## config.mk

```make
export PLATFORM = sky130hd
export DESIGN_NAME = qpwa_mul
export DESIGN_NICKNAME = d
export VERILOG_FILES = /design/src/sv/qpwa_pkg.sv /design/src/sv/qpwa_mul.sv
export SDC_FILE = /design/constraint.sdc
export NUM_CORES = 1
export LEC_CHECK = 0
export BUFFER_PORTS_ARGS = -buffer_cell sky130_fd_sc_hd__buf_2
export CELL_PAD_IN_SITES_DETAIL_PLACEMENT = 1
export CELL_PAD_IN_SITES_GLOBAL_PLACEMENT = 2
export CORE_ASPECT_RATIO = 1.2
export CORE_MARGIN = 2
export CORE_UTILIZATION = 38
export DETAILED_ROUTE_END_ITERATION = 8
export GPL_TIMING_DRIVEN = 0
export PLACE_DENSITY_LB_ADDON = 0.2
export SLEW_MARGIN = 20
export SYNTH_ARGS = -nofsm -noshare
export SYNTH_HDL_FRONTEND = slang
export SYNTH_SLANG_ARGS = --single-unit
```

## constraint.sdc

```tcl
create_clock -name clk -period 3.8 [get_ports clk]
set_clock_uncertainty 0.2 [all_clocks]
set_input_delay 0.76 -clock clk [delete_from_list [all_inputs] [get_ports clk]]
set_output_delay 0.76 -clock clk [all_outputs]
set_load 0.02 [all_outputs]
```

## src/sv/qpwa_pkg.sv

```systemverilog
// Shared types and constants for the quadrature pair window analyser.
// Used by the top level and the shared arithmetic units; no dependencies.
`timescale 1ns / 1ps
`default_nettype none
package qpwa_pkg;

  typedef enum logic [4:0] {
    S_IDLE, S_SQX, S_SQY, S_SXY, S_NN, S_CXD, S_CYD,
    S_AXA, S_AXB, S_AXD, S_AXS, S_AYA, S_AYB, S_AYD, S_AYS,
    S_VERD, S_LGI, S_LGS, S_BAL,
    S_PHA, S_PHB, S_PHC, S_PHD, S_PHE, S_PHF, S_PHG, S_PHH, S_FIN
  } state_t;

  localparam logic [1:0] VERDICT_SILENT   = 2'd0;
  localparam logic [1:0] VERDICT_SLOW     = 2'd1;
  localparam logic [1:0] VERDICT_MEASURED = 2'd2;

  localparam logic [1:0] REG_WINDOW_LENGTH  = 2'd0;
  localparam logic [1:0] REG_SILENCE_FLOOR  = 2'd1;
  localparam logic [1:0] REG_MIN_HALF_TURNS = 2'd2;

  localparam logic [18:0] BAL_K     = 19'd394566;
  localparam logic [15:0] PHASE_MAX = 16'd23040;
  localparam int          OUT_W     = 152;

  typedef struct packed {
    logic        start;
    logic [63:0] a;
    logic [63:0] b;
    logic        neg;
  } mul_req_t;

  typedef struct packed {
    logic        start;
    logic [63:0] num;
    logic [63:0] den;
  } div_req_t;

  typedef struct packed {
    logic        start;
    logic [63:0] v;
  } sqrt_req_t;

  typedef struct packed {
    logic               start;
    logic signed [33:0] x0;
    logic signed [33:0] y0;
  } cordic_req_t;

  // atan(2^-i) in degrees, Q16
  function automatic logic signed [31:0] atan_deg(input logic [3:0] i);
    logic signed [31:0] v;
    case (i)
      4'd0:    v = 32'sd2949120;
      4'd1:    v = 32'sd1740967;
      4'd2:    v = 32'sd919879;
      4'd3:    v = 32'sd466945;
      4'd4:    v = 32'sd234379;
      4'd5:    v = 32'sd117304;
      4'd6:    v = 32'sd58666;
      4'd7:    v = 32'sd29335;
      4'd8:    v = 32'sd14668;
      4'd9:    v = 32'sd7334;
      4'd10:   v = 32'sd3667;
      4'd11:   v = 32'sd1833;
      4'd12:   v = 32'sd917;
      4'd13:   v = 32'sd458;
      4'd14:   v = 32'sd229;
      4'd15:   v = 32'sd115;
      default: v = 32'sd0;
    endcase
    return v;
  endfunction

endpackage
`default_nettype wire

```

## src/sv/qpwa_mul.sv

```systemverilog
// Shift-add multiplier, one multiplier bit per cycle, product mod 2^64.
// Sign applied at the end; uses qpwa_pkg::mul_req_t.
`timescale 1ns / 1ps
`default_nettype none
module qpwa_mul (
  input  wire logic             clk,
  input  wire logic             rst_n,
  input  wire qpwa_pkg::mul_req_t req,
  output logic                  done,
  output logic [63:0]           res
);
  logic        busy_r, done_r, neg_r;
  logic [63:0] acc_r, aa_r, bb_r, res_r;

  always_ff @(posedge clk) begin
    if (!rst_n) begin
      busy_r <= 1'b0;
      done_r <= 1'b0;
    end else begin
      done_r <= 1'b0;
      if (req.start) begin
        busy_r <= 1'b1;
      end else if (busy_r && bb_r == 64'd0) begin
        busy_r <= 1'b0;
        done_r <= 1'b1;
      end
    end
  end

  always_ff @(posedge clk) begin
    if (req.start) begin
      acc_r <= 64'd0;
      aa_r  <= req.a;
      bb_r  <= req.b;
      neg_r <= req.neg;
    end else if (busy_r) begin
      if (bb_r == 64'd0) begin
        res_r <= neg_r ? (64'd0 - acc_r) : acc_r;
      end else begin
        if (bb_r[0]) acc_r <= acc_r + aa_r;
        aa_r <= {aa_r[62:0], 1'b0};
        bb_r <= {1'b0, bb_r[63:1]};
      end
    end
  end

  assign done = done_r;
  assign res  = res_r;
endmodule
`default_nettype wire

```

==> results.json <==
{
  "status": "complete, no violations",
  "syn2layout_area_growth_pct": 20.5,
  "cp.depth": 13,
  "critPathTopFamily": "compound AO/OA/AOI/OAI gates",
  "synth_cell_types": 78,
  "wirelength_mm": 44.5,
  "crit_chain": "ha_4 > fa_2 > a211oi_4 > o21ai_2 > a22oi_2 > o22ai_2 > a21bo_2 > and4b_4 > a41oi_4 > o22a_4 > a211oi_2 > or3_1 > a32o_1",
  "rsz0062_at_grt": "yes",
  "r2r_cells": 13,
  "syn-cell-area_um2": 14700,
  "synth_mux_area_frac": 0.0964,
  "ys_ff_latch": 259,
  "p_leak_nw": 6.81,
  "clock-sinks": 259,
  "slew_violations": 0,
  "max_stage_delay_ns": 0.44,
  "initial_core_util": 0.388,
  "clk_path_buf_depth": 3,
  "endpoint": "acc_r[62]",
  "maxCapViolations": 0,
  "clkLatencyLatePin_ns": 0.59,
  "vias_per_cell": 5.45,
  "yosys.area.top_type": "edfxtp_1",
  "finalCriticalPeriod_ns": 3.79,
  "cp-end-kind": "flip-flop",
  "clockPowerShare": 0.387,
  "synth_area_leaders": "edfxtp_1, mux2_2, dfxtp_1, xnor2_1, ha_1",
  "gp_congestion": 0.866,
  "grt_max_degree": 56,
  "yosysSeqAreaShare": 0.484,
  "p_sw_mw": 2.58,
  "start_kind": "flip-flop",
  "numPortBuffers": 196,
  "required_ns": 4.07,
  "synth_xor_area_frac": 0.0684,
  "synth_ff_type": "edfxtp_1",
  "finalCritPeriodShare": 0.996,
  "synth_edf_count": 193,
  "crit_path_top_delay_cell": "edfxtp_1",
  "crit_fanout": 3,
  "nFillCells": 4201,
  "grt_pass1_wl_mm": 68.9,
  "synth_adder_area_share": 0.0558,
  "drtIter0Drc": 469,
  "max_freq_mhz": 264,
  "fp.dieW_um": 184,
  "wl_per_cell_um": 21.1,
  "root_buffer": "clkbuf_16",
  "synth_top_area_frac": 0.394,
  "irDropWorstVdd_uv": 334,
  "grt_overflow": 0,
  "synth_top_family_by_area": "compound AO/OA/AOI/OAI gates",
  "final_cells": 2103,
  "hold_viol_final": 0,
  "p_int_mw": 6.28,
  "place_inst": 2038,
  "hold_class": "in -> reg",
  "grt_pass1_vias": 12216,
  "holdWs_ns": 0.203,
  "crit_buf_inv": 0,
  "holdCritStartpoint": "rst_n",
  "die_h_um": 220,
  "remaining_drc_errors": 0,
  "cts_tree": "done",
  "drive_above_1_share": 0.273,
  "syn_inst": 1359,
  "r2r-start": "aa_r[0]",
  "relSlewSlack": 0.244,
  "core.rowCount": 78,
  "arrival_ns": 4.05,
  "cts-buffers-inserted": 30,
  "crit_type": "reg -> reg",
  "clk_pin_slew_ns": 0.06,
  "htree_num_levels": 1,
  "core_area_um2": 38000,
  "synth_compound_area_frac": 0.146,
  "power_density_nw_per_um2": 500,
  "avgSynthCellArea_um2": 10.8,
  "syn_nets": 1556,
  "pre_cts_slack_ns": -0.436,
  "firstDrtPassIters": 4,
  "detail-route-antenna-nets": 0,
  "swShare": 0.291,
  "rrSetupSlack_ns": 0.01,
  "ios": 197,
  "grt_antenna_before_repair": 5,
  "synthSimpleGateAreaFrac": 0.126,
  "holdBufCountCts": 0,
  "synth-async-reset-ratio": 0,
  "combPwrFrac": 0.215,
  "tightest_slew_ns": 1.13,
  "yosysWarnings": 0,
  "fin_nets": 1793,
  "worstReg2RegEnd": "acc_r[62]",
  "finalWorstSetupSlack_ns": 0.0142,
  "grt_usage": 0.220,
  "p_seq_frac": 0.399,
  "vias": 11470,
  "setup_violations": 0,
  "place.detailed.hpwl_mm": 33.8,
  "critPathLaunch": "aa_r[0]",
  "dieArea_um2": 40300
}
cells in the mapped netlist (5+ instances only):
master and n:
edfxtp_1 193, nand2_1 165, mux2_2 126, a21oi_1 115, xnor2_1 93, dfxtp_1 66, ha_1 64, o21ai_0 60
clkbuf_1 57, nor2_1 51, a21o_1 34, nand4_1 29, nor4_1 23, o31ai_1 23, xor2_1 22, or3_1 20
nand3_1 19, inv_1 16, nor3_1 14, o21bai_1 12, a211oi_1 11, a22o_1 11, a31oi_1 9, and2_1 9
o21a_1 7, o21ai_1 7, and3_1 6, buf_2 6, or4_1 6, nand2b_1 5, nor2b_1 5, o41ai_1 5
sequential cells by signal, indices dropped and copies added (netlist names):
name and cells:
aa_r 64, acc_r 64, bb_r 64, busy_r 1, done 1, neg_r 1
res 64
cells by family after synthesis:
family	Yosys count
buf+inv	87
mux	126
simple gates	377
xor+xnor	115
compound gates	330
fa+ha+maj	65
flops	259
worst reg2reg max path, stage by stage, from the launching register on:
cell and delay (ns):
edfxtp_1 0.44, ha_4 0.20, fa_2 0.41, a211oi_4 0.30
o21ai_2 0.10, a22oi_2 0.23, o22ai_2 0.19, a21bo_2 0.28
and4b_4 0.21, a41oi_4 0.27, o22a_4 0.20, a211oi_2 0.07
or3_1 0.32, a32o_1 0.25
worst min path at each step:
stage,endpoint,slack (ns),depth (start not counted)
after floorplan,acc_r[15],0.27,2
after global placement,acc_r[63],0.28,2
after detailed placement,acc_r[31],0.30,2
after CTS,done,0.17,2
after global routing,neg_r,0.20,1
final,done,0.20,2
area by class of cell:
class                           count  area [µm²]  area share
Sequential cell                   259        7120       0.402
Buffer                             71         290      0.0164
Timing Repair Buffer              205        1090      0.0617
Inverter                           16        60.1     0.00339
Tap cell                          480         601      0.0339
Clock buffer                       34         786      0.0443
Antenna cell                        3        7.51    0.000424
Clock inverter                     22         387      0.0218
Multi-Input combinational cell   1013        7380       0.416
what timing repair did:
action	in CTS	in global routing
resized for setup	8	18
endpoints found under the hold margin	0	0
pin swaps	3	10
setup buffers	1	5
setup endpoints to repair	12	10
per-stage QoR:
stage          setup TNS [ns]  instance area (µm²)   util  power, mW
6_report                    0                17700  0.467       8.86
2_1_floorplan               0                14700      -       4.85
3_3_place_gp          -138.92                16300  0.429       5.41
5_1_grt                -0.108                17700  0.467       9.26
4_1_cts                     0                17600  0.464       8.93
3_5_place_dp            -1.56                16400  0.431       5.45
cell usage in the layout, fill, tap and decap left out, drive strengths merged, types with 11 or more instances in the layout:
cell	n
ha	64
nand3	19
inv	17
mux2	126
nand2	167
nor3	14
a211oi	14
o21bai	13
xnor2	93
dfxtp	66
nor2	53
nand4	30
a22o	11
or3	22
a21o	34
clkbuf	92
edfxtp	193
o31ai	24
buf	218
nor4	25
xor2	22
o21ai	68
a21oi	117
metal layers:
layer / global-route usage / routed length [µm]
met4: 0.0584 / 998
met2: 0.392 / 22000
met3: 0.0340 / 2000
met5: 0 / 23
met1: 0.278 / 19500
power groups by stage:
stage	logic, mW	clock network (mW)	registers, mW
5_1_grt	2.11	3.59	3.56
6_report	1.90	3.42	3.53
3_3_place_gp	1.82	0	3.59
3_5_place_dp	1.87	0	3.59
4_1_cts	1.89	3.50	3.53
2_1_floorplan	1.35	0	3.50
No activity file was read; power rests on OpenSTA's default activity.
