===== src/sv/qpwa_pkg.sv =====
// Shared types and constants for the quadrature pair window analyser.
// Used by the top level and the shared arithmetic units; no dependencies.
`timescale 1ns / 1ps
`default_nettype none
package qpwa_pkg;

  typedef enum logic [4:0] {
    S_IDLE, S_SQX, S_SQY, S_SXY, S_NN, S_CXD, S_CYD,
    S_AXA, S_AXB, S_AXD, S_AXS, S_AYA, S_AYB, S_AYD, S_AYS,
    S_VERD, S_LGI, S_LGS, S_BAL,
    S_PHA, S_PHB, S_PHC, S_PHD, S_PHE, S_PHF, S_PHG, S_PHH, S_FIN
  } state_t;

  localparam logic [1:0] VERDICT_SILENT   = 2'd0;
  localparam logic [1:0] VERDICT_SLOW     = 2'd1;
  localparam logic [1:0] VERDICT_MEASURED = 2'd2;

  localparam logic [1:0] REG_WINDOW_LENGTH  = 2'd0;
  localparam logic [1:0] REG_SILENCE_FLOOR  = 2'd1;
  localparam logic [1:0] REG_MIN_HALF_TURNS = 2'd2;

  localparam logic [18:0] BAL_K     = 19'd394566;
  localparam logic [15:0] PHASE_MAX = 16'd23040;
  localparam int          OUT_W     = 152;

  typedef struct packed {
    logic        start;
    logic [63:0] a;
    logic [63:0] b;
    logic        neg;
  } mul_req_t;

  typedef struct packed {
    logic        start;
    logic [63:0] num;
    logic [63:0] den;
  } div_req_t;

  typedef struct packed {
    logic        start;
    logic [63:0] v;
  } sqrt_req_t;

  typedef struct packed {
    logic               start;
    logic signed [33:0] x0;
    logic signed [33:0] y0;
  } cordic_req_t;

  // atan(2^-i) in degrees, Q16
  function automatic logic signed [31:0] atan_deg(input logic [3:0] i);
    logic signed [31:0] v;
    case (i)
      4'd0:    v = 32'sd2949120;
      4'd1:    v = 32'sd1740967;
      4'd2:    v = 32'sd919879;
      4'd3:    v = 32'sd466945;
      4'd4:    v = 32'sd234379;
      4'd5:    v = 32'sd117304;
      4'd6:    v = 32'sd58666;
      4'd7:    v = 32'sd29335;
      4'd8:    v = 32'sd14668;
      4'd9:    v = 32'sd7334;
      4'd10:   v = 32'sd3667;
      4'd11:   v = 32'sd1833;
      4'd12:   v = 32'sd917;
      4'd13:   v = 32'sd458;
      4'd14:   v = 32'sd229;
      4'd15:   v = 32'sd115;
      default: v = 32'sd0;
    endcase
    return v;
  endfunction

endpackage
`default_nettype wire


===== src/sv/qpwa_sqrt.sv =====
// Integer square root of a 64-bit value, one result bit per cycle (32 steps).
// Uses qpwa_pkg::sqrt_req_t.
`timescale 1ns / 1ps
`default_nettype none
module qpwa_sqrt (
  input  wire logic              clk,
  input  wire logic              rst_n,
  input  wire qpwa_pkg::sqrt_req_t req,
  output logic                   done,
  output logic [31:0]            res
);
  logic        busy_r, done_r;
  logic [63:0] v_r, root_r, bit_r;
  logic [63:0] trial;

  assign trial = root_r + bit_r;

  always_ff @(posedge clk) begin
    if (!rst_n) begin
      busy_r <= 1'b0;
      done_r <= 1'b0;
    end else begin
      done_r <= 1'b0;
      if (req.start) begin
        busy_r <= 1'b1;
      end else if (busy_r && bit_r == 64'd0) begin
        busy_r <= 1'b0;
        done_r <= 1'b1;
      end
    end
  end

  always_ff @(posedge clk) begin
    if (req.start) begin
      v_r    <= req.v;
      root_r <= 64'd0;
      bit_r  <= 64'h4000_0000_0000_0000;
    end else if (busy_r && bit_r != 64'd0) begin
      if (v_r >= trial) begin
        v_r    <= v_r - trial;
        root_r <= {1'b0, root_r[63:1]} + bit_r;
      end else begin
        root_r <= {1'b0, root_r[63:1]};
      end
      bit_r <= {2'b00, bit_r[63:2]};
    end
  end

  assign done = done_r;
  assign res  = root_r[31:0];
endmodule
`default_nettype wire


===== config.mk =====
export PLATFORM = sky130hd
export DESIGN_NAME = qpwa_sqrt
export DESIGN_NICKNAME = d
export VERILOG_FILES = /design/src/sv/qpwa_pkg.sv /design/src/sv/qpwa_sqrt.sv
export SDC_FILE = /design/constraint.sdc
export NUM_CORES = 1
export LEC_CHECK = 0
export BUFFER_PORTS_ARGS = -buffer_cell sky130_fd_sc_hd__buf_2
export CAP_MARGIN = 10
export CORE_MARGIN = 1.5
export CORE_UTILIZATION = 50
export CTS_CLUSTER_DIAMETER = 200
export DETAILED_ROUTE_END_ITERATION = 10
export HOLD_SLACK_MARGIN = 0.15
export PLACE_DENSITY = 0.7
export SLEW_MARGIN = 25
export SYNTH_ARGS = -nofsm -noshare
export SYNTH_HDL_FRONTEND = slang
export SYNTH_SLANG_ARGS = --single-unit

===== constraint.sdc =====
create_clock -name clk -period 10.4 [get_ports clk]
set_input_delay 1.04 -clock clk [delete_from_list [all_inputs] [get_ports clk]]
set_output_delay 1.04 -clock clk [all_outputs]
set_load 0.01 [all_outputs]

==> flow_summary.toml, run 1 <==
[status]
status = "finished, final reports clean"

[min_path]
hold_path_class = "reg2reg"
holdPathStages = 2

[timing]
min_period_ns = 7.25
fin_worst_skew_ns = 0.0123
fmax_ghz = 0.138
fin_ws_ns = 3.15
tns_ns = 0
tightestPinTransition_ns = 0.990
finalHoldViolCount = 0
rsz0062_at_grt = "no"
finalCritPeriodShare_pct = 69.7
slew_viol_final = 0
finalSetupViolCount = 0
slew_headroom_pct = 33.8

[global_route]
grt_usage_pct = 28.4
antenna_found_initial = 0
grt_max_degree = 87
grt_pass1_vias = 13558
grt_overflow = 0
grt_pass1_wl_mm = 70.2

[floorplanning]
row_count = 63
core_mm2 = 0.0296
io_pins = 100
dieArea_mm2 = 0.0310
initial_utilization_pct = 50.6
die_y_um = 176
die_w_um = 176

[cells_and_area]
drive_gt1_share_pct = 9.23
diodes = 0
syn_to_final_growth_pct = 7.00
fin_util_pct = 54.2
final_nets = 2135

[worst_setup_path]
r2r_cells = 22
slowest_delay_ns = 0.79
cpMaxStageDelayCell = "a211oi_1"
critPathLaunchType = "register"
path_delay_family = "compound AO/OA/AOI/OAI gates"
worst_ep_required_time_ns = 10.50
critPathMaxFanout = 60
crit_buf_inv = 3
worstSetupPathType = "reg2reg"
path_cells = "ha_1 > a31oi_1 > o21bai_1 > a211oi_1 > o21ai_0 > o21ai_0 > a31oi_1 > nor2_1 > o21bai_1 > a41oi_1 > xor2_1 > ha_1 > nand4_1 > or3_1 > nor3b_1 > o21ai_0 > a31oi_1 > nor2_4 > buf_4 > o21ai_4 > buf_16 > buf_4"
path_depth = 22
worstPathArrival_ns = 7.35
cp-end-kind = "register"

[logic_synthesis]
ys_seq_elements = 162
synthMuxAreaShare_pct = 0.853
seq_area_frac_synth_pct = 26.0
ys.flop_type = "dfxtp_1"
synthAdderAreaFrac_pct = 11.0
ys_warn_count = 0
synthArstFlopShare_pct = 0
synth_compound_area_share_pct = 27.8
ys_types = 75
synthCells = 1956
synth.net_count = 2154
synth_xor_area_share_pct = 9.07
synth_top_family_by_area = "compound AO/OA/AOI/OAI gates"
synth-simple-area-share_pct = 19.6
synth_edf_count = 64
netlist_area_mm2 = 0.0150
avgSynthCellArea_um2 = 7.65

[cts]
ctsLongestPathBuffers = 2
cts-htree-levels = 4
insertion_delay_ns = 0.47
cts_resized = 0
holdBufCountCts = 0
cts_made_buffers = 17
clkSinkCount = 162
clkTransAtPathRegs_ns = 0.07
cts_root_buf = "clkbuf_16"
cts_tree = "built"
cts_setup_buffers = 0

[routing]
drtIter0Drc = 1112
wl_per_cell_um = 18.8
detail-route-antenna-nets = 0
via_per_inst = 6.14
routed_wl_mm = 44.1
vias = 14368
firstDrtPassIters = 5
drcViolationCount = 0

[place]
gp_congestion = 0.933
io_buffers = 99
post-dp-hpwl_mm = 32.8
preCtsSetupSlack_ns = 2.88

[flow_run]
maxCapViolCount = 0

[power_and_ir_drop]
p_leak_nw = 6.14
vdd_drop_max_uv = 169
power_density_mw_per_mm2 = 261
finalPower_mw = 4.19
cell usage in the layout (no fill, tap or decap), types with 56 or more instances in the layout:
| master | count |
|---|---|
| nand2_1 | 292 |
| o21ai_0 | 176 |
| a21oi_1 | 155 |
| nor2_1 | 138 |
| ha_1 | 130 |
| dfxtp_1 | 98 |
| buf_2 | 98 |
| xnor2_1 | 82 |
| xor2_1 | 73 |
| a31oi_1 | 67 |
| edfxtp_1 | 64 |
| nand4_1 | 56 |
tightest hold or removal path, stage by stage (launching register included):
cell and delay, ns:
dfxtp_1 0.35, nand2_1 0.07, a21oi_1 0.05
sequential cells by signal, indices dropped and copies added, names as in the netlist:
register  count
root_r       64
v_r          64
busy_r        1
bit_r        32
done          1
cell type report:
class                   instances  area, um^2
inverters                      45         169
multi-input cells            1602       10300
repair buffers                109         597
clock inverters                15         185
fillers                      2843       13600
flip-flops and latches        162        3880
well taps                     390         488
clock buffers                  17         425
routing by layer:
| metal | routed length, um | global-route usage [%] | up-vias |
|---|---|---|---|
| li1 | - | - | 7113 |
| met1 | 19200 | 35.2 | 6724 |
| met2 | 21000 | 48.4 | 439 |
| met3 | 2110 | 4.48 | 92 |
| met4 | 1760 | 12.9 | 0 |
| met5 | 0 | 0 | - |
cells by family (layout without fill, tap and decap cells):
family          Yosys count  in the layout
mux                      12             12
simple gates            647            647
fa+ha+maj               131            131
flops                   162            162
xor+xnor                155            155
buf+inv                 192            186
compound gates          657            657
final timing paths:
kind | to | slack (ns) | startpoint
hold reg to reg | bit_r[26]$_SDFFE_PP0P_ | 0.52 | bit_r[26]$_SDFFE_PP0P_
setup reg to reg | v_r[57]$_DFFE_PP_ | 3.15 | root_r[2]$_SDFFE_PP0P_
hold / removal | bit_r[26]$_SDFFE_PP0P_ | 0.52 | bit_r[26]$_SDFFE_PP0P_
setup / recovery | v_r[57]$_DFFE_PP_ | 3.15 | root_r[2]$_SDFFE_PP0P_
power by group:
part           switching (mW)  internal, mW
Combinational            1.52         0.948
Clock                   0.331         0.347
Sequential              0.156         0.888
Total                    2.00          2.18
Yosys cell counts (17+ instances only):
| cell | count | area [um^2] |
|---|---|---|
| nand3_1 | 25 | 125 |
| a21o_1 | 41 | 308 |
| o211ai_1 | 20 | 150 |
| nor3_1 | 25 | 125 |
| o21bai_1 | 35 | 263 |
| edfxtp_1 | 64 | 1920 |
| inv_1 | 44 | 165 |
| xnor2_1 | 82 | 718 |
| a211oi_1 | 35 | 263 |
| and3_1 | 17 | 106 |
| a31oi_1 | 67 | 419 |
| ha_1 | 130 | 1630 |
| or3_1 | 17 | 106 |
| nor2_1 | 139 | 522 |
| clkbuf_1 | 98 | 368 |
| xor2_1 | 73 | 639 |
| buf_4 | 32 | 240 |
| nor4_1 | 18 | 113 |
| nand2_1 | 292 | 1100 |
| a21oi_1 | 155 | 776 |
| nand4_1 | 56 | 350 |
| dfxtp_1 | 98 | 1960 |
| o21ai_0 | 178 | 891 |
| o21a_1 | 19 | 143 |
through the flow:
step	std cells	hold slack [ns]	area [um^2]
final	2340	0.521	16000
after global routing	2340	0.534	16000
after CTS	2339	0.520	16000
after detailed placement	2307	0.507	15400
after global placement	2307	0.492	15400
after floorplan	1956	0.468	15000
(Power assumes the default switching activity.)
==> run 2: changes to the inputs <==
--- a/config.mk
+++ b/config.mk
@@ -12,7 +12,7 @@
 export CTS_CLUSTER_DIAMETER = 200
 export DETAILED_ROUTE_END_ITERATION = 10
 export HOLD_SLACK_MARGIN = 0.15
-export PLACE_DENSITY = 0.7
+export PLACE_DENSITY = 0.72
 export SLEW_MARGIN = 25
 export SYNTH_ARGS = -nofsm -noshare
 export SYNTH_HDL_FRONTEND = slang
==> constraint.sdc (replaced) <==
create_clock -name clk -period 6.3 [get_ports clk]
set_input_delay 0.63 -clock clk [delete_from_list [all_inputs] [get_ports clk]]
set_output_delay 0.63 -clock clk [all_outputs]
set_load 0.01 [all_outputs]
==> flow_summary.toml, run 2 (synthesis gave the netlist of run 1 again) <==
[routing]
firstDrtPassIters = 7
vias = 14736
drcViolationCount = 0
drtIter0Drc = 1440
via_per_inst = 6.21
routed_wl_mm = 44.1
wl_per_cell_um = 18.6
detail-route-antenna-nets = 0

[worst_setup_path]
worstSetupPathType = "reg2reg"
cp-end-kind = "register"
path_cells = "ha_1 > a31oi_1 > o21bai_2 > a211oi_2 > o21ai_1 > o21ai_0 > a31oi_1 > nor2_1 > o21bai_1 > a41oi_1 > xor2_1 > ha_1 > a21o_1 > a31oi_1 > o21ai_0 > a31oi_1 > o21ai_0 > a221o_1 > or2_2 > buf_12 > buf_4 > nand2_1 > xor2_1 > a211oi_1"
rrSetupSlack_ns = 0.35
cpMaxStageDelayCell = "dfxtp_1"
critPathMaxFanout = 29
slowest_delay_ns = 0.44
critPathLaunchType = "register"
crit_top_cell = "a31oi_1"
worst_ep_required_time_ns = 6.59
worstPathArrival_ns = 6.24

[cells_and_area]
syn_to_final_growth_pct = 9.02
seq_area_mm2 = 0.00388
final_common_cell = "nand2_1"
n_fill_cell = 2843
final_nets = 2167
drive_gt1_share_pct = 11.2
fin_util_pct = 55.2
stdcell_count = 2372
diodes = 0
finalInstanceArea_mm2 = 0.0163
mostFrequentLayoutCells = "nand2_1 (292), o21ai_0 (173), a21oi_1 (155)"
reg.largest.list = "root_r: 64 flops, v_r: 64 flops, bit_r: 32 flops"
multi_input_area_mm2 = 0.0103

[global_route]
grt_pass1_wl_mm = 70.5
grt_pass1_vias = 13852
grt_max_degree = 101
grt_usage_pct = 28.4
grt_overflow = 0
antenna_found_initial = 0

[place]
gp_congestion = 0.969
placement.cell_area_mm2 = 0.0157
io_buffers = 99
dpl.cell_count = 2340
post-dp-hpwl_mm = 33.0

[timing]
tns_ns = 0
finalHoldViolCount = 0
fmax_ghz = 0.168
hold_ws_ns = 0.438
finalSetupViolCount = 0
finalCritPeriodShare_pct = 94.4
min_period_ns = 5.95
slew_headroom_pct = 37.5
fin_worst_skew_ns = 0.0127
tightestPinTransition_ns = 0.938
slew_viol_final = 0

[floorplanning]
die_w_um = 176
initial_utilization_pct = 50.6
die_y_um = 176
io_pins = 100
dieArea_mm2 = 0.0310
row_count = 63
core_mm2 = 0.0296

[power_and_ir_drop]
p_leak_nw = 6.31
power_density_mw_per_mm2 = 430
vdd_drop_max_uv = 236

[cts]
clkTransAtPathRegs_ns = 0.07
cts_root_buf = "clkbuf_16"
clkSinkCount = 162
holdBufCountCts = 0
cts_made_buffers = 17
ctsLongestPathBuffers = 2
insertion_delay_ns = 0.45
cts-htree-levels = 4
cts_tree = "built"

[status]
status = "finished, final reports clean"

[flow_run]
maxCapViolCount = 0

[min_path]
hold_path_class = "in2reg"
run 2: worst max-delay path, delay by kind of cell, from the launching register on:
kind                     cells  cell delay (ns)
AO/OA/AOI/OAI               15             3.27
adder cells (fa/ha/maj)      2             0.60
AND/OR/NAND/NOR              3             0.64
XOR/XNOR                     2             0.41
flip-flops                   1             0.44
buffers and inverters        2             0.38
run 2: cell type report:
class	instances	share of cell area, %
multi-input cells	1602	63.3
repair buffers	141	5.24
inverters	45	1.04
flip-flops and latches	162	23.8
clock buffers	23	3.20
well taps	390	2.99
clock inverters	9	0.407
run 2: path summary, 6_finish.rpt:
| check | start | to | depth (start not counted) |
|---|---|---|---|
| min reg2reg | bit_r[4]$_SDFFE_PP0P_ | bit_r[2]$_SDFFE_PP0P_ | 2 |
| max reg2reg | root_r[2]$_SDFFE_PP0P_ | root_r[3]$_SDFFE_PP0P_ | 24 |
| min | rst_n | busy_r$_SDFFE_PN0P_ | 2 |
| max | root_r[2]$_SDFFE_PP0P_ | root_r[3]$_SDFFE_PP0P_ | 24 |
run 2: per-layer routing:
layer  share of wire [%]  global-route usage (%)  vias up  wire length, um
li1                    -                       -     7180                -
met1                  43                    35.7     6917            18900
met2                  48                    48.5      539            21000
met3                 6.0                    4.39      100             2660
met4                 3.5                    11.7        0             1530
met5                   0                       0        -                0
run 2: report_power, final:
group	internal (mW)	total [mW]	switching (mW)
sequential	1.47	1.70	0.234
combinational	1.68	4.25	2.57
clock	0.588	1.06	0.471
run 2: repair_timing:
action / CTS / global route
gates resized for setup: 1 / 14
buffers inserted: 0 / 0
endpoints found under the setup margin: 1 / 99
run 2: through the flow:
stage                     total power [mW]  worst slack [ns]
after floorplan                       4.80             0.340
after global placement                5.79             0.254
after detailed placement              5.85            0.0188
after CTS                             6.93             0.110
after global routing                  7.56           -0.0187
final                                 7.01             0.351
