--- src/sv/qpwa_pkg.sv ---
// Shared types and constants for the quadrature pair window analyser.
// Used by the top level and the shared arithmetic units; no dependencies.
`timescale 1ns / 1ps
`default_nettype none
package qpwa_pkg;

  typedef enum logic [4:0] {
    S_IDLE, S_SQX, S_SQY, S_SXY, S_NN, S_CXD, S_CYD,
    S_AXA, S_AXB, S_AXD, S_AXS, S_AYA, S_AYB, S_AYD, S_AYS,
    S_VERD, S_LGI, S_LGS, S_BAL,
    S_PHA, S_PHB, S_PHC, S_PHD, S_PHE, S_PHF, S_PHG, S_PHH, S_FIN
  } state_t;

  localparam logic [1:0] VERDICT_SILENT   = 2'd0;
  localparam logic [1:0] VERDICT_SLOW     = 2'd1;
  localparam logic [1:0] VERDICT_MEASURED = 2'd2;

  localparam logic [1:0] REG_WINDOW_LENGTH  = 2'd0;
  localparam logic [1:0] REG_SILENCE_FLOOR  = 2'd1;
  localparam logic [1:0] REG_MIN_HALF_TURNS = 2'd2;

  localparam logic [18:0] BAL_K     = 19'd394566;
  localparam logic [15:0] PHASE_MAX = 16'd23040;
  localparam int          OUT_W     = 152;

  typedef struct packed {
    logic        start;
    logic [63:0] a;
    logic [63:0] b;
    logic        neg;
  } mul_req_t;

  typedef struct packed {
    logic        start;
    logic [63:0] num;
    logic [63:0] den;
  } div_req_t;

  typedef struct packed {
    logic        start;
    logic [63:0] v;
  } sqrt_req_t;

  typedef struct packed {
    logic               start;
    logic signed [33:0] x0;
    logic signed [33:0] y0;
  } cordic_req_t;

  // atan(2^-i) in degrees, Q16
  function automatic logic signed [31:0] atan_deg(input logic [3:0] i);
    logic signed [31:0] v;
    case (i)
      4'd0:    v = 32'sd2949120;
      4'd1:    v = 32'sd1740967;
      4'd2:    v = 32'sd919879;
      4'd3:    v = 32'sd466945;
      4'd4:    v = 32'sd234379;
      4'd5:    v = 32'sd117304;
      4'd6:    v = 32'sd58666;
      4'd7:    v = 32'sd29335;
      4'd8:    v = 32'sd14668;
      4'd9:    v = 32'sd7334;
      4'd10:   v = 32'sd3667;
      4'd11:   v = 32'sd1833;
      4'd12:   v = 32'sd917;
      4'd13:   v = 32'sd458;
      4'd14:   v = 32'sd229;
      4'd15:   v = 32'sd115;
      default: v = 32'sd0;
    endcase
    return v;
  endfunction

endpackage
`default_nettype wire

--- src/sv/qpwa_div.sv ---
// Restoring unsigned 64/64 divider, one quotient bit per cycle.
// Uses qpwa_pkg::div_req_t.
`timescale 1ns / 1ps
`default_nettype none
module qpwa_div (
  input  wire logic             clk,
  input  wire logic             rst_n,
  input  wire qpwa_pkg::div_req_t req,
  output logic                  done,
  output logic [63:0]           res
);
  logic        busy_r, done_r;
  logic [6:0]  cnt_r;
  logic [64:0] rem_r;
  logic [63:0] quo_r, den_r;
  logic [64:0] rem_sh;
  logic        fits;

  assign rem_sh = {rem_r[63:0], quo_r[63]};
  assign fits   = rem_sh >= {1'b0, den_r};

  always_ff @(posedge clk) begin
    if (!rst_n) begin
      busy_r <= 1'b0;
      done_r <= 1'b0;
    end else begin
      done_r <= 1'b0;
      if (req.start) begin
        busy_r <= 1'b1;
      end else if (busy_r && cnt_r == 7'd1) begin
        busy_r <= 1'b0;
        done_r <= 1'b1;
      end
    end
  end

  always_ff @(posedge clk) begin
    if (req.start) begin
      rem_r <= 65'd0;
      quo_r <= req.num;
      den_r <= req.den;
      cnt_r <= 7'd64;
    end else if (busy_r) begin
      rem_r <= fits ? (rem_sh - {1'b0, den_r}) : rem_sh;
      quo_r <= {quo_r[62:0], fits};
      cnt_r <= cnt_r - 7'd1;
    end
  end

  assign done = done_r;
  assign res  = quo_r;
endmodule
`default_nettype wire

--- config.mk ---
export PLATFORM = sky130hd
export DESIGN_NAME = qpwa_div
export DESIGN_NICKNAME = d
export VERILOG_FILES = /design/src/sv/qpwa_pkg.sv /design/src/sv/qpwa_div.sv
export SDC_FILE = /design/constraint.sdc
export NUM_CORES = 1
export LEC_CHECK = 0
export BUFFER_PORTS_ARGS = -buffer_cell sky130_fd_sc_hd__buf_2
export CAP_MARGIN = 5
export CORE_MARGIN = 2
export CORE_UTILIZATION = 35
export CTS_CLUSTER_DIAMETER = 80
export DETAILED_ROUTE_END_ITERATION = 7
export PLACE_DENSITY = 0.61
export SETUP_SLACK_MARGIN = 0.5
export SLEW_MARGIN = 20
export SYNTH_ARGS = -nofsm -noshare
export SYNTH_HDL_FRONTEND = slang
export SYNTH_SLANG_ARGS = --single-unit
--- constraint.sdc ---
create_clock -name clk -period 4 [get_ports clk]
set_clock_uncertainty 0.05 [all_clocks]
set_input_delay 0.8 -clock clk [delete_from_list [all_inputs] [get_ports clk]]
set_output_delay 0.8 -clock clk [all_outputs]
set_load 0.005 [all_outputs]
==> results.txt, run 1 <==
- The flow ran to the end, and the final reports show no timing, DRC or antenna violations.
* Global-route wire length before repair: 53050 µm
- Synth unique cells: 72
* Count of hold buffers inserted by post-cts repair: 0
* Commonest cells in the netlist: sky130_fd_sc_hd__nand2_1, sky130_fd_sc_hd__edfxtp_1, sky130_fd_sc_hd__nor2_1
- The tree is rooted in a sky130_fd_sc_hd__clkbuf_16.
* Clock H-tree levels: 1
- The cell family contributing the most delay on the critical path is compound AO/OA/AOI/OAI gates.
- STA puts the critical path data required time at 4380 ps.
* Cells along the critical path: inv_1 -> ha_1 -> fa_1 -> nand2b_1 -> a21oi_2 -> o21ai_0 -> a21oi_1 -> o211ai_1 -> a21boi_0 -> buf_4 -> or4_1 -> nand3_1 -> o21ai_0
- Critical path buffers and inverters: 2
- After detailed routing, the average wire length per cell comes to 17.45 µm.
* Count of inserted antenna diode cells: 0
- In this run the horizontal extent of the chip is 190.6 µm.
* Library cell contributing the largest single delay on the critical path: sky130_fd_sc_hd__or4_1
* Total of endpoints with negative setup slack in the final report: 0
- The floorplan has 68 rows.
- Summed over its instances, the top area cell type makes up 31.54% of the synthesized netlist area.
- For the pin with the worst max-slew slack, the measured transition is 894.4 ps.
- Number of hold violations in the final report: 0
* Average cell area after synthesis: 9.558 µm²
- Weighted congestion at the end of routability-driven global placement: 0.8905
* Total track usage: 18.06%
* Number of antenna violations at the first check in global routing: 2
* Most numerous cell on the critical path: sky130_fd_sc_hd__o21ai_0
- Post-route cell area: 0.01440 mm²
- For this run, design rule violations remaining after detail routing come to 0.
- Min-Delay Path Class: input port to flop
- Area contributors post-synth: sky130_fd_sc_hd__edfxtp_1, sky130_fd_sc_hd__dfxtp_1, sky130_fd_sc_hd__ha_1
- Area of the core: 0.03446 mm²
- Maximum number of pins on one net before global-route repair: 88
- Clk sinks: 201
* Violation count after the first detailed-route iteration: 754
- Unrepaired setup endpoints after global routing: no
- STA classifies the critical path startpoint as a flop.
- In the final design database the tool counted 1639 nets.
- Post-synthesis cell area: 0.01219 mm²
- Timing would allow up to 302.6 MHz.
- Along the worst path, the maximum fanout reaches 4.
* Register clock-pin slew on the reported worst setup and hold paths: 60 ps
* Worst-Skew Late Latency: 560 ps
- Dividing the detail-routed via count by the number of cells gives 5.405.
* Area growth from synthesis to layout: 18.14%
* Initial cell density of the core: 35.37%
- Power spread over the standard cell area amounts to 408.5 mW/mm².
* Synthesis warning total: 0
* Kind of critical path: flop to flop
- Slew HR: 40.38%
* Drt pass-1 iters: 5
- Placed Instance Area: 0.01351 mm²
- After synthesis, the share of flip-flops with an asynchronous set or reset is 0%.
- The detail route stage leaves a number of antenna-violating nets equal to 0.
- I/O Pins: 196
* Total wire length after detailed routing: 33430 µm
* Static leakage power: 5.900 nW
- Overflow after GRT: 0
* Arrival time of data at the critical path endpoint: 3680 ps
* CP Capture Type: flop
- The biggest area contributor in the post-synthesis netlist is sky130_fd_sc_hd__edfxtp_1.
- IR analysis of the VDD net gives a maximum drop of 0.3114 mV.
- DPL Wire Length: 24690 µm
* Final Cycle Share: 82.62%
- Buffers added on ports: 195
* Vias in the first global route: 10.04k
* Share of the yosys chip area belonging to registers: 43.53%
* Slowest stage delay, CP: 500 ps
* Share of layout cells above drive strength 1: 23.27%
- The routed design could run at a clock period as short as 3305 ps.
- Adding up every negative setup slack in the final design gives 0 ps.
* Num CTS Buffers: 26
- Number of cells produced by synthesis: 1275
* Vias after detailed routing: 10.36k
- The max-slew violation total from the final report came to 0.
- In this run, synthesis produced a sequential element count of 201.
- TritonCTS clock tree: done
* Max cap viols: 0
- Post-synth EDFFs: 128
- Most frequent cell after synthesis: sky130_fd_sc_hd__nand2_1
- Synthesis produced a netlist with a net count of 1473.
- Die Footprint: 0.03633 mm²
- Die H: 190.6 µm
- Primary flip-flop cell chosen by synthesis mapping: sky130_fd_sc_hd__edfxtp_1
- Buffers from clock root to sink, at most: 3
-- stage by stage --
stage / instances / setup slack (ps) / utilization [%] / hold slack (ps) / total power [mW]
2_1_floorplan: 1275 / 946.0 / - / 399.1 / 3.301
3_3_place_gp: 1867 / 534.2 / 39.20 / 420.9 / 3.643
3_5_place_dp: 1867 / 467.0 / 39.20 / 427.7 / 3.654
4_1_cts: 1915 / 569.5 / 41.62 / 350.0 / 5.945
5_1_grt: 1916 / 474.4 / 41.78 / 352.5 / 6.180
6_report: 1916 / 695.3 / 41.78 / 369.0 / 5.882
-- area by class of cell --
cell class	count	area, µm²
timing repair buffer	210	1132
multi-input combinational	912	6225
fill	3450	20060
tap	455	569.3
clock buffer	40	743.2
sequential	201	5306
clock inverter	8	83.83
inverter	90	337.8
-- state kept, by name, indices dropped and copies added (netlist names) --
name    flops
rem_r      64
cnt_r       7
done        1
res        64
den_r      64
busy_r      1
-- path summary, 6_finish.rpt --
check | start | end | slack [ps] | depth (start not counted)
worst min-delay path | req[4] | den_r[4] | 370 | 1
worst min register to register | rem_r[14] | rem_r[14] | 440 | 2
worst max register to register | res[63] | rem_r[56] | 700 | 13
worst max-delay path | res[63] | rem_r[56] | 700 | 13
-- cells by family after synthesis --
group / synth area share (%)
AOI/OAI and AO/OA: 18.69
xor gates and xnor gates: 3.881
adders and majority gates: 6.940
buffers and inverters: 5.862
DFF: 43.53
muxes: 7.074
and+or+nand+nor: 14.02
-- timing repair --
| action | 4_1_cts | 5_1_grt |
|---|---|---|
| setup buffers | 0 | 1 |
| endpoints found under the setup margin | 12 | 22 |
| pin swaps | 0 | 1 |
| resized for setup | 1 | 11 |
-- routing by layer --
layer / GRT usage, % / routed length (µm) / vias up
met4: 4.293 / 628 / 4
li1: - / - / 5030
met1: 23.63 / 14690 / 4912
met5: 0 / 27 / -
met2: 29.99 / 15440 / 364
met3: 4.453 / 2639 / 46
-- where the power goes --
group / internal (mW) / total [mW] / switching [mW]
clock: 1.34 / 2.25 / 0.910
sequential: 2.40 / 2.50 / 0.0934
combinational: 0.471 / 1.13 / 0.663
-- cells in the final DEF, fill, tap and decap left out, types with 5 or more instances in the layout --
master,Yosys,final
sky130_fd_sc_hd__a211oi_1,8,8
sky130_fd_sc_hd__a21boi_0,6,6
sky130_fd_sc_hd__a21o_1,18,18
sky130_fd_sc_hd__a21oi_1,91,90
sky130_fd_sc_hd__a311oi_1,40,40
sky130_fd_sc_hd__a31oi_1,13,12
sky130_fd_sc_hd__a32oi_1,13,13
sky130_fd_sc_hd__and3_1,6,6
sky130_fd_sc_hd__buf_2,18,194
sky130_fd_sc_hd__buf_4,8,12
sky130_fd_sc_hd__clkbuf_1,40,10
sky130_fd_sc_hd__clkbuf_16,0,26
sky130_fd_sc_hd__dfxtp_1,73,72
sky130_fd_sc_hd__edfxtp_1,128,128
sky130_fd_sc_hd__ha_1,66,65
sky130_fd_sc_hd__inv_1,90,89
sky130_fd_sc_hd__mux2_2,65,65
sky130_fd_sc_hd__mux2i_1,13,13
sky130_fd_sc_hd__nand2_1,145,144
sky130_fd_sc_hd__nand2b_1,9,9
sky130_fd_sc_hd__nand3_1,28,28
sky130_fd_sc_hd__nand4_1,23,23
sky130_fd_sc_hd__nor2_1,104,103
sky130_fd_sc_hd__nor2b_1,10,10
sky130_fd_sc_hd__nor3_1,12,12
sky130_fd_sc_hd__nor4_1,6,5
sky130_fd_sc_hd__o2111ai_1,6,6
sky130_fd_sc_hd__o211ai_1,10,10
sky130_fd_sc_hd__o21a_1,12,12
sky130_fd_sc_hd__o21ai_0,64,62
sky130_fd_sc_hd__o21bai_1,17,17
sky130_fd_sc_hd__or3_1,6,6
sky130_fd_sc_hd__xnor2_1,27,27
sky130_fd_sc_hd__xor2_1,27,27
Power figures use the tool's default switching activity.
==> inputs of run 2 (changes only) <==
Settings changed: PLACE_DENSITY 0.61 to 0.63.
Clock period 4 ns to 2.95 ns, I/O delays scaled along.
==> run 2 against run 1 <==
- the flow now finishes with violations (negative setup slack)
- largest power group unchanged
- clock power is 41% higher
- wire length is 15% higher
- sequential share of layout area is 6.1 points lower
- largest cell class unchanged
==> results.txt, run 2 (synthesis gave the netlist of run 1 again) <==
* Arrival time of data at the critical path endpoint: 3460 ps
* Worst-case reg-to-reg path depth: 14
- I/O Pins: 196
- Violation count after the first detailed-route iteration: 770
- In the final layout, the share of cells above drive strength 1 is 41.68%.
- After detailed routing, the average wire length per cell comes to 18.04 µm.
- Clock-pin slew was measured on the worst setup and hold paths at 60 ps.
- Static leakage power: 7.158 nW
- Number of hold violations in the final report: 0
- In this run the tightest slew margin relative to its limit is 36.80%.
- The startpoint identified for the worst register-to-register timing path is den_r[23].
* Clock H-tree levels: 1
- Relative to the synthesized area, the layout overhead comes to 41.56%.
- STA classifies the critical path startpoint as a flop.
- Kind of critical path: flop to flop
* Maximum number of pins on one net before global-route repair: 90
- In this run the most critical hold path is launched from req[14].
- Drt pass-1 iters: 5
- STA classifies the critical path endpoint as a flop.
- In this run the standard cell core region covers 0.03446 mm².
- Excluding fillers, the count of instances in the completed layout stands at 2137.
- TritonCTS clock tree: done
- Top achievable clock speed: 327.8 MHz
* Placement-stage worst setup slack: -144.8 ps
- The die covers 0.03633 mm².
- The worst path uses 103.4% of the clock period.
- The detail route stage leaves a number of antenna-violating nets equal to 0.
- The internal power of the cells totals 6.146 mW.
- Endpoint of the lowest-slack register-to-register path: rem_r[55]
* Weighted congestion at the end of routability-driven global placement: 0.9063
* Vias/cell: 5.321
- Across every metal layer, demand over resource in global routing totals 20.59%.
* Commonest non-fill, non-tap cells in the layout: sky130_fd_sc_hd__buf_4, sky130_fd_sc_hd__buf_2, sky130_fd_sc_hd__edfxtp_1
- After layout, the minimum clock period comes to 3051 ps.
* Number of cells on the worst hold path: 1
- Global-route wire length before repair: 59750 µm
* DRC Markers: 0
* Total wire length after detailed routing: 38550 µm
- DPL Wire Length: 27290 µm
- Across all setup checks in the final design, the least slack found is -100.7 ps.
* Switching share of power: 29.38%
* Vias after detailed routing: 11.37k
- Summed over all layers, the global routing overflow is 0.
- Num CTS Buffers: 25
- The largest single stage delay on the critical path is 500 ps.
* Data required, critical path: 3360 ps
- Buffers added on ports: 195
- IR analysis of the VDD net gives a maximum drop of 0.4387 mV.
- For the pin with the worst max-slew slack, the measured transition is 946.1 ps.
- Min-Delay Path Class: input port to flop
* Clock network fraction of total power: 36.6%
- 0 antenna diodes ended up in the layout.
- Count of hold buffers inserted by post-cts repair: 0
- The initial utilization of the core area, before any placement, comes to 35.37%.
- End point of the most critical hold path: den_r[14]
- Buffers from clock root to sink, at most: 3
- Fin. max-slew vios: 0
- Adding up every negative setup slack in the final design gives -2588 ps.
- The final layout contains 1861 nets.
* Width of the die: 190.6 µm
* Critical path buffers and inverters: 5
- Fill cells in the final layout number 3171.
* Portion of total power attributed to sequential cells: 39.0%
- The tree is rooted in a sky130_fd_sc_hd__clkbuf_16.
- Pwr per Cell Area: 504.4 mW/mm²
- From bottom edge to top edge, the die measures 190.6 µm.
- Status: finished with violations
* Worst Path Max Fanout: 7
- Setup violations remaining at the end of the flow were counted as 56.
- The initialized floorplan defines 68 standard-cell rows.
- Including well taps, the total number of placed cells is 2056.
- Most common cell after layout, fill and taps aside: sky130_fd_sc_hd__buf_4
- Vias in the first global route: 11.44k
* Violated checks: negative setup slack
* Number of cells on the critical path: 14
* Most numerous cell on the critical path: sky130_fd_sc_hd__buf_12
- The initial antenna violation count came to 3.
- Walking the worst path, the cells encountered are inv_2 -> ha_4 -> nand4_1 -> inv_1 -> a211o_1 -> a211oi_2 -> or4_4 -> a21o_4 -> a21oi_4 -> buf_12 -> buf_12 -> buf_12 -> nand2_4 -> a311oi_1.
- Clk sinks: 201
* Max cap viols: 0
- Logic pwr share: 24.4%
- The analysis attributes to net switching a power of 2.556 mW.
- Kind of cell with the highest combined delay on the critical path: compound AO/OA/AOI/OAI gates
* Unrepaired setup endpoints after global routing: yes
* Worst-Skew Late Latency: 560 ps
- R2R Setup Slk: -100 ps
- Among all stages on the critical path, the largest delay is contributed by sky130_fd_sc_hd__or4_4.
[run 2: cell type report]
| cell class | count | area, µm² | share of cell area, % |
|---|---|---|---|
| Sequential cell | 201 | 5306 | 30.76 |
| Inverter | 90 | 341.6 | 1.980 |
| Clock buffer | 32 | 661.9 | 3.837 |
| Clock inverter | 14 | 178.9 | 1.037 |
| Tap cell | 455 | 569.3 | 3.300 |
| Timing Repair Buffer | 433 | 3087 | 17.89 |
| Multi-Input combinational cell | 912 | 7107 | 41.20 |
[run 2: per-stage QoR]
step / hold WS, ps / utilization, % / power, mW / cell area [µm²]
6_report: 154.0 / 50.07 / 8.702 / 17250
5_1_grt: 126.7 / 50.07 / 9.116 / 17250
4_1_cts: 128.1 / 49.03 / 8.728 / 16890
3_5_place_dp: 413.9 / 43.77 / 5.298 / 15080
3_3_place_gp: 404.9 / 43.77 / 5.271 / 15080
2_1_floorplan: 395.1 / - / 4.500 / 12310
[run 2: worst register-to-register path: cells and delay by family (launching register included)]
| kind | cells | cell delay, ps |
|---|---|---|
| AOI/OAI and AO/OA | 5 | 860 |
| DFF | 1 | 340 |
| adders and majority gates | 1 | 280 |
| buffers and inverters | 5 | 650 |
| and+or+nand+nor | 3 | 780 |
[run 2: worst max path at each step]
stage / start / end
global placement: den_r[24] / rem_r[34]
detailed placement: den_r[24] / rem_r[29]
finish: den_r[23] / rem_r[55]
global route: den_r[25] / rem_r[57]
floorplan: den_r[35] / rem_r[37]
CTS: den_r[24] / rem_r[55]
[run 2: power groups by stage]
stage	combinational, mW	clock (mW)	sequential, mW
global placement	1.84	0	3.43
CTS	2.05	3.27	3.40
detailed placement	1.86	0	3.44
finish	2.12	3.18	3.40
floorplan	1.08	0	3.42
global route	2.32	3.37	3.43
[run 2: repair_timing]
| action | 4_1_cts | 5_1_grt |
|---|---|---|
| gates cloned | 2 | 4 |
| setup buffers | 24 | 5 |
| pin swaps | 43 | 17 |
| setup endpoints to repair | 65 | 65 |
| gates resized for setup | 138 | 46 |
[run 2: layer usage]
layer | GRT usage (%) | routed length [µm] | up-vias
met5 | 0 | 37 | -
met4 | 6.470 | 1144 | 6
met3 | 4.527 | 2732 | 79
met2 | 35.41 | 18430 | 406
met1 | 25.66 | 16210 | 5411
li1 | - | - | 5468
==> inputs of run 3 (changes only) <==
Settings changed: SKIP_LAST_GASP from default to 1.
==> run 3 against run 2 <==
- critical endpoint unchanged
- cell count unchanged
- die area unchanged
- worst setup slack improved by 9.6 ps
- design area fell by 0.27%
- register-to-register slack hardly changed
- wire length is 0.33% lower
- the run still ends with negative setup slack left
- critical path type unchanged
- worst hold slack hardly changed
==> results.txt, run 3 (synthesis gave the netlist of run 1 again) <==
* Worst-case reg-to-reg path depth: 15
- Together, buffers and inverters on the worst path number 5.
- For this run, design rule violations remaining after detail routing come to 0.
- In this run the critical register-to-register path is captured at rem_r[55].
* Endpoint of the most critical setup path: rem_r[55]
* I/O Pins: 196
- Setup repair after global routing could not meet its margin everywhere.
* Buffers from clock root to sink, at most: 3
- On the critical path, the stage with the largest delay is an instance of sky130_fd_sc_hd__or4_4.
- Entering global routing, the biggest net connects 90 pins.
- Clock tree synthesis selected as its root buffer the cell sky130_fd_sc_hd__clkbuf_16.
- Busiest layer in global routing: met2
- Of the cells placed in the final design, the portion with a size suffix greater than 1 is 41.44%.
- In this run the worst hold path is classified as input port to flop.
- Worst Path Max Fanout: 7
* Worst-case setup margin in the final layout: -91.05 ps
- Detailed-route wire length per cell: 17.98 µm
- The worst setup path is of the flop to flop kind.
- After detailed routing, the number of vias per cell comes to 5.315.
* Status: finished with violations
- DPL Wire Length: 27290 µm
* Width of the die: 190.6 µm
- Of the total power, the clock network draws 36.6%.
* Commonest non-fill, non-tap cells in the layout: sky130_fd_sc_hd__buf_4, sky130_fd_sc_hd__buf_2, sky130_fd_sc_hd__edfxtp_1
- The cell that appears most often on the critical path is sky130_fd_sc_hd__buf_12.
- Summed over all failing endpoints, the final setup total negative slack is -2035 ps.
* Total of endpoints with negative setup slack in the final report: 59
- Relative to the synthesized area, the layout overhead comes to 41.18%.
- Number of hold violations in the final report: 0
* RR Startpoint: den_r[27]
- The checks that failed: negative setup slack.
- The analysis attributes to net switching a power of 2.543 mW.
* Overflow after GRT: 0
* Area of the core: 0.03446 mm²
- Static timing analysis puts the maximum clock frequency at 328.8 MHz.
- Most common cell after layout, fill and taps aside: sky130_fd_sc_hd__buf_4
* Die H: 190.6 µm
* Shortest clock period the worst path allows after layout: 3041 ps
* Final Cycle Share: 103.1%
- Total wire length after detailed routing: 38430 µm
- The initial antenna violation count came to 3.
- Global routing used 4.656% of the available met3 tracks.
- Vias in the first global route: 11.43k
- Arrival time of data at the critical path endpoint: 3450 ps
- The number of antenna diodes in the final layout is 0.
- Across all layers, the routed design uses 11.36k vias.
* Die Footprint: 0.03633 mm²
- The detailed router finished its first iteration with 789 violations.
- Number of cells on the critical path: 15
* Global-route track usage on met2: 35.36%
- Global-route wire length before repair: 59700 µm
- Initial cell density of the core: 35.37%
- Count of hold buffers inserted by post-cts repair: 0
- The count of buffers added on input and output ports is 195.
- Fill cell count: 3196
- Data required, critical path: 3360 ps
* Static leakage power: 7.151 nW
* Crit. Startpoint: den_r[27]
- The max-slew violation total from the final report is 0.
- Num CTS Buffers: 25
* Number of placed instances, taps included: 2056
- At the pin with the least slew margin, the transition time is 1003 ps.
- Walking the worst path, the cells encountered are inv_2 -> ha_4 -> buf_4 -> nand2_1 -> o21ai_2 -> o21a_1 -> a211oi_2 -> or4_4 -> a21o_4 -> a21oi_4 -> buf_12 -> buf_12 -> buf_12 -> nand2_2 -> a311oi_1.
- Measured against its own limit, the worst slew margin works out to 33.03%.
- Drt pass-1 iters: 5
- At the end of routability-driven placement, the weighted congestion stood at 0.9063.
- CTS saw 201 sinks.
* Worst-Skew Late Latency: 560 ps
- Int Pwr: 6.143 mW
- R2R Setup Slk: -90 ps
- Pwr per Cell Area: 504.9 mW/mm²
- The floorplan has 68 rows.
* Kind of cell with the highest combined delay on the critical path: compound AO/OA/AOI/OAI gates
- Max-cap violations in this run came to 0.
- Global routing used 25.54% of the available met1 tracks.
- STA classifies the critical path endpoint as a flop.
- In the global route stage, overall resource usage came out at 20.56%.
- Clock H-tree levels: 1
- At the end of the flow, the number of nets in the layout was 1861.
* Switching share of power: 29.28%
* Portion of total power attributed to sequential cells: 39.1%
* Number of nets with antenna violations after detailed routing: 0
* Register clock-pin slew on the reported worst setup and hold paths: 60 ps
- For this run, the number of standard cells in the final layout without fillers is 2137.
- Slowest stage delay, CP: 500 ps
- Startpoint types: flop
- TritonCTS clock tree: done
- VDD sags by at most 0.4390 mV.
* Logic pwr share: 24.3%
## run 3: through the flow
| step | util (%) | hold WS, ps | worst slack [ps] | area, µm² | total power [mW] |
|---|---|---|---|---|---|
| 2_1_floorplan | - | 395.1 | 117.1 | 12310 | 4.500 |
| 3_3_place_gp | 43.77 | 404.9 | -97.97 | 15080 | 5.271 |
| 3_5_place_dp | 43.77 | 413.9 | -144.8 | 15080 | 5.298 |
| 4_1_cts | 48.91 | 128.1 | -81.59 | 16850 | 8.720 |
| 5_1_grt | 49.93 | 126.7 | -292.1 | 17210 | 9.109 |
| 6_report | 49.93 | 154.0 | -91.05 | 17210 | 8.686 |
## run 3: timing repair
item,in CTS,in global routing
pin swaps,40,22
setup buffers,24,5
endpoints found under the hold margin,0,0
endpoints found under the setup margin,65,65
gates cloned,2,4
resized for setup,131,43
## run 3: how the worst min path moves through the flow
stage | to | slack, ps | cells past startpoint | startpoint
final | den_r[14] | 150 | 1 | req[14]
after global routing | den_r[1] | 130 | 1 | req[1]
after CTS | den_r[6] | 130 | 1 | req[6]
after detailed placement | rem_r[30] | 410 | 2 | rem_r[30]
after global placement | rem_r[30] | 400 | 2 | rem_r[30]
after floorplan | rem_r[14] | 400 | 2 | rem_r[14]
## run 3: final cells by class
cell class | instances | area [µm²] | area share [%]
Inverter | 90 | 341.6 | 1.985
Clock inverter | 14 | 178.9 | 1.040
Sequential cell | 201 | 5306 | 30.84
Clock buffer | 32 | 661.9 | 3.847
Multi-Input combinational cell | 912 | 7052 | 40.99
Timing Repair Buffer | 433 | 3095 | 17.99
Tap cell | 455 | 569.3 | 3.309
## run 3: metal layers
metal,vias to the layer above,wire (µm)
met4,6,1178
li1,5472,-
met3,83,2628
met1,5412,16240
met2,386,18340
met5,-,37
## run 3: power by group through the flow
stage / Combinational [mW] / Sequential, mW / Clock, mW
global route: 2.31 / 3.43 / 3.37
CTS: 2.05 / 3.40 / 3.27
detailed placement: 1.86 / 3.44 / 0
global placement: 1.84 / 3.43 / 0
finish: 2.11 / 3.40 / 3.18
floorplan: 1.08 / 3.42 / 0
